**config.mk**
```make
export PLATFORM = sky130hd
export DESIGN_NAME = ttl_token_table
export DESIGN_NICKNAME = d
export VERILOG_FILES = /design/src/rtl/ttl_pkg.sv /design/src/rtl/ttl_token_table.sv /design/src/rtl/ttl_ram.sv /design/src/rtl/ttl_engine.sv
export SDC_FILE = /design/constraint.sdc
export NUM_CORES = 2
export LEC_CHECK = 0
export ABC_CLOCK_PERIOD_IN_PS = 15900
export BUFFER_PORTS_ARGS = -buffer_cell sky130_fd_sc_hd__buf_2
export CAP_MARGIN = 5
export CORE_MARGIN = 5
export CORE_UTILIZATION = 58
export CTS_BUF_LIST = sky130_fd_sc_hd__clkbuf_2 sky130_fd_sc_hd__clkbuf_4 sky130_fd_sc_hd__clkbuf_8
export CTS_CLUSTER_SIZE = 12
export DETAILED_ROUTE_END_ITERATION = 8
export GPL_TIMING_DRIVEN = 1
export PLACE_DENSITY_LB_ADDON = 0.12
export RECOVER_POWER = 50
export SKIP_CTS_REPAIR_TIMING = 1
export SLEW_MARGIN = 0
export SYNTH_ARGS = -nofsm -noshare
export SYNTH_HDL_FRONTEND = slang
export SYNTH_SLANG_ARGS = --single-unit
```
**constraint.sdc**
```tcl
create_clock -name clk_i -period 15.9 [get_ports clk_i]
set_input_delay 0.795 -clock clk_i [delete_from_list [all_inputs] [get_ports clk_i]]
set_output_delay 0.795 -clock clk_i [all_outputs]
set_load 0.01 [all_outputs]
```
**src/rtl/ttl_pkg.sv**
```systemverilog
// Package for the token table: sizes, field layout, operation codes and the
// types passed between the engine, the RAM and the top level.
// No dependencies.
`default_nettype none

package ttl_pkg;

  // Table geometry
  localparam int TABLE_DEPTH = 16;
  localparam int KEY_BITS    = 64;

  // Fixed field widths
  localparam int FUNC_W  = 2;
  localparam int TOKEN_W = 64;
  localparam int TIME_W  = 31;
  localparam int EXP_W   = 32;
  localparam int LIVE_W  = 5;

  // Derived widths
  localparam int IDX_W   = (TABLE_DEPTH > 1) ? $clog2(TABLE_DEPTH) : 1;
  localparam int FILL_W  = $clog2(TABLE_DEPTH + 1);
  localparam int ENTRY_W = KEY_BITS + EXP_W;

  // Stream packing: fields from the low bit up, padded to whole bytes
  localparam int IN_W        = FUNC_W + TOKEN_W + TIME_W;
  localparam int IN_BYTES_W  = ((IN_W + 7) / 8) * 8;
  localparam int OUT_W       = LIVE_W + 1;
  localparam int OUT_BYTES_W = ((OUT_W + 7) / 8) * 8;

  // Operation codes; the spare code is a no-op
  typedef enum logic [FUNC_W-1:0] {
    FUNC_GENERATE = 2'd0,
    FUNC_RENEW    = 2'd1,
    FUNC_COUNT    = 2'd2
  } func_e;

  // One table slot as held in the RAM
  typedef struct packed {
    logic [KEY_BITS-1:0] key;
    logic [EXP_W-1:0]    expiry;
  } entry_t;

  // Result item, live_count in the low bits
  typedef struct packed {
    logic              status;
    logic [LIVE_W-1:0] live_count;
  } result_t;

  // RAM access issued by the engine
  typedef struct packed {
    logic             we;
    logic [IDX_W-1:0] waddr;
    entry_t           wdata;
    logic [IDX_W-1:0] raddr;
  } mem_req_t;

endpackage

`default_nettype wire

```
**src/rtl/ttl_token_table.sv**
```systemverilog
// Top level of the token table: stream ports, lifetime register, output
// register, engine and slot RAM. Depends on ttl_pkg, ttl_engine, ttl_ram.
//
//  Channel  Direction  Contents (low bit first)
//  s_axis   in         func[1:0], token_key[65:2], now[96:66], zero pad
//  m_axis   out        live_count[4:0], status[5], zero pad
//  cfg      in         time_to_live[30:0], written when cfg_we_i is high
//
// Generate and the spare code go via the done state to the output register;
// renew and count scan up to fill slots, one slot per cycle, set by the
// single read port of the slot RAM. One item is in work at a time; the next
// is taken once the result has moved to the output register, which holds it
// while m_axis_tready is low. Reset clears the fill count; no clearing pass.
`default_nettype none

module ttl_token_table (
  input  wire logic                               clk_i,
  input  wire logic                               rst_ni,
  input  wire logic                               s_axis_tvalid,
  output logic                                    s_axis_tready,
  // func, token_key, now
  input  wire logic [ttl_pkg::IN_BYTES_W-1:0]     s_axis_tdata,
  output logic                                    m_axis_tvalid,
  input  wire logic                               m_axis_tready,
  // live_count, status
  output logic      [ttl_pkg::OUT_BYTES_W-1:0]    m_axis_tdata,
  input  wire logic                               cfg_we_i,
  input  wire logic [ttl_pkg::TIME_W-1:0]         cfg_wdata_i
);

  import ttl_pkg::*;

  logic [TIME_W-1:0]  ttl_q;
  logic               m_valid_q;
  result_t            m_data_q;

  logic [TOKEN_W-1:0] in_token;
  mem_req_t           mem_req;
  logic [ENTRY_W-1:0] mem_rdata;
  logic               res_valid;
  logic               res_ready;
  result_t            res;

  assign in_token = s_axis_tdata[FUNC_W +: TOKEN_W];

  // Lifetime register
  always_ff @(posedge clk_i or negedge rst_ni) begin
    if (!rst_ni) begin
      ttl_q <= TIME_W'(1);
    end else if (cfg_we_i) begin
      ttl_q <= cfg_wdata_i;
    end
  end

  ttl_engine u_engine (
    .clk_i       (clk_i),
    .rst_ni      (rst_ni),
    .req_valid_i (s_axis_tvalid),
    .req_ready_o (s_axis_tready),
    .req_func_i  (s_axis_tdata[FUNC_W-1:0]),
    .req_key_i   (in_token[KEY_BITS-1:0]),
    .req_now_i   (s_axis_tdata[FUNC_W+TOKEN_W +: TIME_W]),
    .ttl_i       (ttl_q),
    .mem_req_o   (mem_req),
    .mem_rdata_i (entry_t'(mem_rdata)),
    .res_valid_o (res_valid),
    .res_ready_i (res_ready),
    .res_o       (res)
  );

  ttl_ram #(
    .WIDTH (ENTRY_W),
    .DEPTH (TABLE_DEPTH)
  ) u_ram (
    .clk_i   (clk_i),
    .we_i    (mem_req.we),
    .waddr_i (mem_req.waddr),
    .wdata_i (mem_req.wdata),
    .raddr_i (mem_req.raddr),
    .rdata_o (mem_rdata)
  );

  // Output register
  assign res_ready = !m_valid_q || m_axis_tready;

  always_ff @(posedge clk_i or negedge rst_ni) begin
    if (!rst_ni) begin
      m_valid_q <= 1'b0;
    end else if (res_ready) begin
      m_valid_q <= res_valid;
    end
  end

  always_ff @(posedge clk_i) begin
    if (res_ready && res_valid) begin
      m_data_q <= res;
    end
  end

  assign m_axis_tvalid = m_valid_q;
  assign m_axis_tdata  = OUT_BYTES_W'(m_data_q);

endmodule

`default_nettype wire

```
**src/rtl/ttl_ram.sv**
```systemverilog
// Generic single-clock RAM: one write port, one read port, registered read.
// No dependencies.
`default_nettype none

module ttl_ram #(
  parameter int WIDTH = 8,
  parameter int DEPTH = 16
) (
  input  wire logic                                          clk_i,
  input  wire logic                                          we_i,
  input  wire logic [((DEPTH > 1) ? $clog2(DEPTH) : 1)-1:0]  waddr_i,
  input  wire logic [WIDTH-1:0]                              wdata_i,
  input  wire logic [((DEPTH > 1) ? $clog2(DEPTH) : 1)-1:0]  raddr_i,
  output logic      [WIDTH-1:0]                              rdata_o
);

  logic [WIDTH-1:0] mem_q [DEPTH];
  logic [WIDTH-1:0] rdata_q;

  // Write port
  always_ff @(posedge clk_i) begin
    if (we_i) begin
      mem_q[waddr_i] <= wdata_i;
    end
  end

  // Registered read port
  always_ff @(posedge clk_i) begin
    rdata_q <= mem_q[raddr_i];
  end

  assign rdata_o = rdata_q;

endmodule

`default_nettype wire

```
**src/rtl/ttl_engine.sv**
```systemverilog
// Sequencer for the token table: appends, walks the RAM for renew and
// compacts it for count, one RAM read per cycle.
// Depends on ttl_pkg.
`default_nettype none

module ttl_engine (
  input  wire logic                          clk_i,
  input  wire logic                          rst_ni,
  input  wire logic                          req_valid_i,
  output logic                               req_ready_o,
  input  wire logic [ttl_pkg::FUNC_W-1:0]    req_func_i,
  input  wire logic [ttl_pkg::KEY_BITS-1:0]  req_key_i,
  input  wire logic [ttl_pkg::TIME_W-1:0]    req_now_i,
  input  wire logic [ttl_pkg::TIME_W-1:0]    ttl_i,
  output ttl_pkg::mem_req_t                  mem_req_o,
  input  wire ttl_pkg::entry_t               mem_rdata_i,
  output logic                               res_valid_o,
  input  wire logic                          res_ready_i,
  output ttl_pkg::result_t                   res_o
);

  import ttl_pkg::*;

  typedef enum logic [1:0] {
    ST_IDLE,
    ST_SCAN,
    ST_DONE
  } state_e;

  state_e              state_q, state_d;
  logic [FILL_W-1:0]   fill_q, fill_d;
  result_t             res_q, res_d;

  func_e               op_q, op_d;
  logic [KEY_BITS-1:0] key_q, key_d;
  logic [TIME_W-1:0]   now_q, now_d;
  logic [EXP_W-1:0]    fresh_q, fresh_d;
  logic [IDX_W-1:0]    idx_q, idx_d;
  logic [FILL_W-1:0]   live_q, live_d;

  logic [FILL_W-1:0]   live_nxt;
  logic                is_live;
  logic                key_hit;
  mem_req_t            mem_req;

  // Slot under test, read in the previous cycle
  assign is_live = mem_rdata_i.expiry > {1'b0, now_q};
  assign key_hit = mem_rdata_i.key == key_q;
  assign live_nxt = is_live ? live_q + FILL_W'(1) : live_q;

  // Next state and RAM requests
  always_comb begin
    state_d = state_q;
    fill_d  = fill_q;
    res_d   = res_q;
    op_d    = op_q;
    key_d   = key_q;
    now_d   = now_q;
    fresh_d = fresh_q;
    idx_d   = idx_q;
    live_d  = live_q;
    mem_req = '0;

    case (state_q)
      ST_IDLE: begin
        if (req_valid_i) begin
          op_d    = func_e'(req_func_i);
          key_d   = req_key_i;
          now_d   = req_now_i;
          fresh_d = {1'b0, req_now_i} + {1'b0, ttl_i};
          live_d  = '0;
          res_d   = '0;
          state_d = ST_DONE;
          case (func_e'(req_func_i))
            FUNC_GENERATE: begin
              if (fill_q == FILL_W'(TABLE_DEPTH)) begin
                res_d.status = 1'b1;
              end else begin
                mem_req.we           = 1'b1;
                mem_req.waddr        = fill_q[IDX_W-1:0];
                mem_req.wdata.key    = req_key_i;
                mem_req.wdata.expiry = fresh_d;
                fill_d               = fill_q + FILL_W'(1);
              end
            end
            FUNC_RENEW: begin
              // newest first
              if (fill_q != '0) begin
                mem_req.raddr = IDX_W'(fill_q - FILL_W'(1));
                idx_d         = IDX_W'(fill_q - FILL_W'(1));
                state_d       = ST_SCAN;
              end
            end
            FUNC_COUNT: begin
              // oldest first
              if (fill_q != '0) begin
                mem_req.raddr = '0;
                idx_d         = '0;
                state_d       = ST_SCAN;
              end
            end
            default: ;
          endcase
        end
      end

      ST_SCAN: begin
        case (op_q)
          FUNC_RENEW: begin
            if (key_hit && is_live) begin
              mem_req.we           = 1'b1;
              mem_req.waddr        = idx_q;
              mem_req.wdata.key    = key_q;
              mem_req.wdata.expiry = fresh_q;
              state_d              = ST_DONE;
            end else if (idx_q == '0) begin
              state_d = ST_DONE;
            end else begin
              mem_req.raddr = idx_q - IDX_W'(1);
              idx_d         = idx_q - IDX_W'(1);
            end
          end
          default: begin
            // compaction: survivors move down to the live pointer, which
            // never passes the read pointer
            if (is_live) begin
              mem_req.we    = 1'b1;
              mem_req.waddr = live_q[IDX_W-1:0];
              mem_req.wdata = mem_rdata_i;
            end
            live_d = live_nxt;
            if (FILL_W'(idx_q) + FILL_W'(1) == fill_q) begin
              fill_d           = live_nxt;
              res_d.live_count = LIVE_W'(live_nxt);
              state_d          = ST_DONE;
            end else begin
              mem_req.raddr = idx_q + IDX_W'(1);
              idx_d         = idx_q + IDX_W'(1);
            end
          end
        endcase
      end

      ST_DONE: begin
        if (res_ready_i) begin
          state_d = ST_IDLE;
        end
      end

      default: state_d = ST_IDLE;
    endcase
  end

  // State, fill count and result
  always_ff @(posedge clk_i or negedge rst_ni) begin
    if (!rst_ni) begin
      state_q <= ST_IDLE;
      fill_q  <= '0;
      res_q   <= '0;
    end else begin
      state_q <= state_d;
      fill_q  <= fill_d;
      res_q   <= res_d;
    end
  end

  // Request payload and scan pointers
  always_ff @(posedge clk_i) begin
    op_q    <= op_d;
    key_q   <= key_d;
    now_q   <= now_d;
    fresh_q <= fresh_d;
    idx_q   <= idx_d;
    live_q  <= live_d;
  end

  assign req_ready_o = state_q == ST_IDLE;
  assign res_valid_o = state_q == ST_DONE;
  assign res_o       = res_q;
  assign mem_req_o   = mem_req;

endmodule

`default_nettype wire

```
==> results_dict.tcl <==
set metrics [dict create \
    synth_warnings 0 \
    antenna_left 0 \
    rsz0062_at_grt "no" \
    fmax_ghz 0.0958 \
    slew_violations 382 \
    crit_arrival_ns 10.99 \
    cts_tree "built" \
    reg2reg_from "u_engine.now_q[6]" \
    synth-seq-area-share_pct 73.2 \
    drive_above_1_share_pct 12.8 \
    worst-r2r-setup-slack_ns 5.47 \
    worstMarginPinSlew_ns 4.15 \
    gr-total-overflow 0 \
    seqCellArea_mm2 0.0535 \
    finalInstanceArea_mm2 0.0816 \
    dpl_cell_area_mm2 0.0754 \
    path_clk_slew_ns 0.06 \
    violations "max-capacitance violations, max-slew violations" \
    cts.sinks 1821 \
    postSynthCellCount 4779 \
    drt_wl_total_mm 203 \
    min_path_cells 2 \
    slew_headroom_pct -176 \
    grt_pass1_vias 44144 \
    path_class "reg2reg" \
    core_mm2 0.125 \
    n_fill_cell 9025 \
    syn_avg_cell_area_um2 15.3 \
    min_from "cfg_wdata_i[21]" \
    cts-htree-levels 5 \
    insertion_delay_ns 0.99 \
    min_to "ttl_q[21]" \
    hp-class "in2reg" \
    drv_cap 9 \
    multi_input_area_mm2 0.0182 \
    cp-end-kind "register" \
    grt_use_total_pct 30.2 \
    synth_area_mm2 0.0731 \
    finalClockSkew_ns 0.0638 \
    drc 0 \
    crit_path_max_fanout 52 \
    power.density_mw_per_mm2 169 \
    cp-start-kind "register" \
    r2r-end "u_ram.mem_q[5][62]" \
    status "finished, violations left" \
    die_h_um 365 \
    tns_ns 0 \
    vias 45052 \
    start_util_pct 58.3 \
    grt_first_pass_wirelength_mm 294 \
    finalWorstPathRequiredPeriod_ns 10.43 \
    drt-wirelength-per-cell_um 29.3 \
    area_growth_pct 11.6 \
    viasPerCell 6.52 \
    ys_async_sr_fraction_pct 2.47 \
    ir_drop_uv 143 \
    synth-edff-count 1680 \
    cts-root-buf "clkbuf_8" \
    finalCritPeriodShare_pct 65.6 \
    cts_buffer_depth 4 \
    rows 130 \
    worstPathRequired_ns 16.46 \
    ys_ff_latch 1821 \
    die_x_um 365 \
    cts_buffers 308 \
    place_hpwl_mm 98.2 \
    gp_congestion 0.800 \
    fin_nets 5246 \
    final-setup-viol-count 0 \
    num_io_pins 150 \
    synth_ff_type "edfxtp_1" \
    die-area_mm2 0.133 \
    initialDrtViolationCount 5300 \
    port_buffers 140 \
    worstRegToRegCells 16 \
    grt_max_degree 188 \
    p_leak_nw 28.2 \
    yosysUniqueCellTypes 77 \
    p_total_mw 13.8 \
    hold_violations 0 \
    drtPass1Iterations 5 \
    grt_antenna_before_repair 4 \
]
[worst max-delay path by stage]
stage                     slack (ns)                  to  depth (start not counted)              start
after floorplan                 4.34   u_ram.mem_q[0][0]                          5      s_axis_tvalid
after global placement          8.40  u_ram.mem_q[5][44]                         16  u_engine.now_q[6]
after detailed placement        8.28  u_ram.mem_q[5][44]                         16  u_engine.now_q[6]
after CTS                       8.25  u_ram.mem_q[5][62]                         16  u_engine.now_q[6]
after global routing            5.19  u_ram.mem_q[5][62]                         16  u_engine.now_q[6]
final                           5.47  u_ram.mem_q[5][62]                         16  u_engine.now_q[6]
[per-stage QoR]
step                hold slack, ns  setup WS, ns  cells  utilization [%]
floorplan                    0.425          4.34   4780                -
global route               0.00165          5.19   6910             65.1
finish                      0.0365          5.47   6912             65.1
CTS                         -0.122          8.25   6865             64.9
global placement             0.438          8.40   6330             60.1
detailed placement           0.431          8.28   6330             60.1
[Yosys cell counts, drive strengths merged, types with 96 or more instances]
library cell	n	share of area [%]
edfxtp	1680	69
a31oi	98	0.84
dfxtp	96	2.6
o21ai	267	1.8
clkbuf	196	1.0
nand4	117	1.0
nand3	345	2.4
o22ai	196	1.7
buf	121	1.0
nand2	335	1.7
mux2i	488	6.7
[cell usage in the layout (no fill, tap or decap), types with 96 or more instances in the layout]
cell type,count
edfxtp_1,1680
nand4_1,116
o21ai_0,263
mux2i_1,488
clkbuf_4,137
clkbuf_1,109
o22ai_1,195
clkbuf_8,338
nand3_1,344
a31oi_1,98
nand2_1,331
dfxtp_1,96
[sequential cells by signal, summed over array words and instances, names as in the netlist, 5 cells and up]
| name | cells |
|---|---|
| u_engine.live_q | 5 |
| m_axis_tdata | 6 |
| u_engine.fresh_q | 32 |
| u_ram.mem_q | 1536 |
| u_ram.rdata_o | 96 |
| u_engine.now_q | 31 |
| ttl_q | 31 |
| u_engine.key_q | 64 |
| u_engine.res_o | 6 |
| u_engine.fill_q | 5 |
[worst max-delay path, cell delays in order, from the launching register on]
cell and delay [ns]:
edfxtp_1 0.34, inv_1 0.05, ha_1 0.34, o21ai_0 0.10, o21ai_0 0.34, a221oi_1 0.16
o211ai_1 0.60, a211oi_1 0.53, nor3_2 0.29, buf_4 0.79, clkbuf_1 2.98, a22oi_1 0.38
nand2_1 0.29, nand2b_1 0.28, nor2_4 0.99, buf_4 0.74, buf_4 0.77
[per-layer routing]
metal	GRT usage, %	vias to the layer above	wire [µm]
met3	5.26	483	17500
met1	41.8	22896	81300
met5	0	-	0
met2	48.5	2339	96500
met4	11.8	0	7440
li1	-	19334	-
[logic make-up after synthesis]
kind of cell / Yosys count / share of synthesized area (%)
AOI/OAI and AO/OA: 879 / 7.78
xor gates and xnor gates: 105 / 1.26
adders and majority gates: 73 / 1.26
buffers and inverters: 367 / 2.26
DFF: 1821 / 73.2
muxes: 519 / 7.16
other: 1 / 0.00513
and+or+nand+nor: 1014 / 7.12
[area by class of cell]
| class | count | area share (%) |
|---|---|---|
| antenna | 4 | 0.0123 |
| clock buffer | 475 | 6.96 |
| clock inverter | 60 | 0.371 |
| inverter | 50 | 0.231 |
| multi-input combinational | 2592 | 22.3 |
| sequential | 1821 | 65.5 |
| tap | 1650 | 2.53 |
| timing repair buffer | 260 | 2.08 |
[power by group]
part | leakage, nW | total [mW] | switching (mW) | internal (mW)
registers | 16.9 | 6.21 | 0.221 | 5.99
logic | 8.10 | 3.54 | 2.35 | 1.20
clock network | 3.20 | 4.08 | 1.79 | 2.29
No activity file was read; power rests on OpenSTA's default activity.
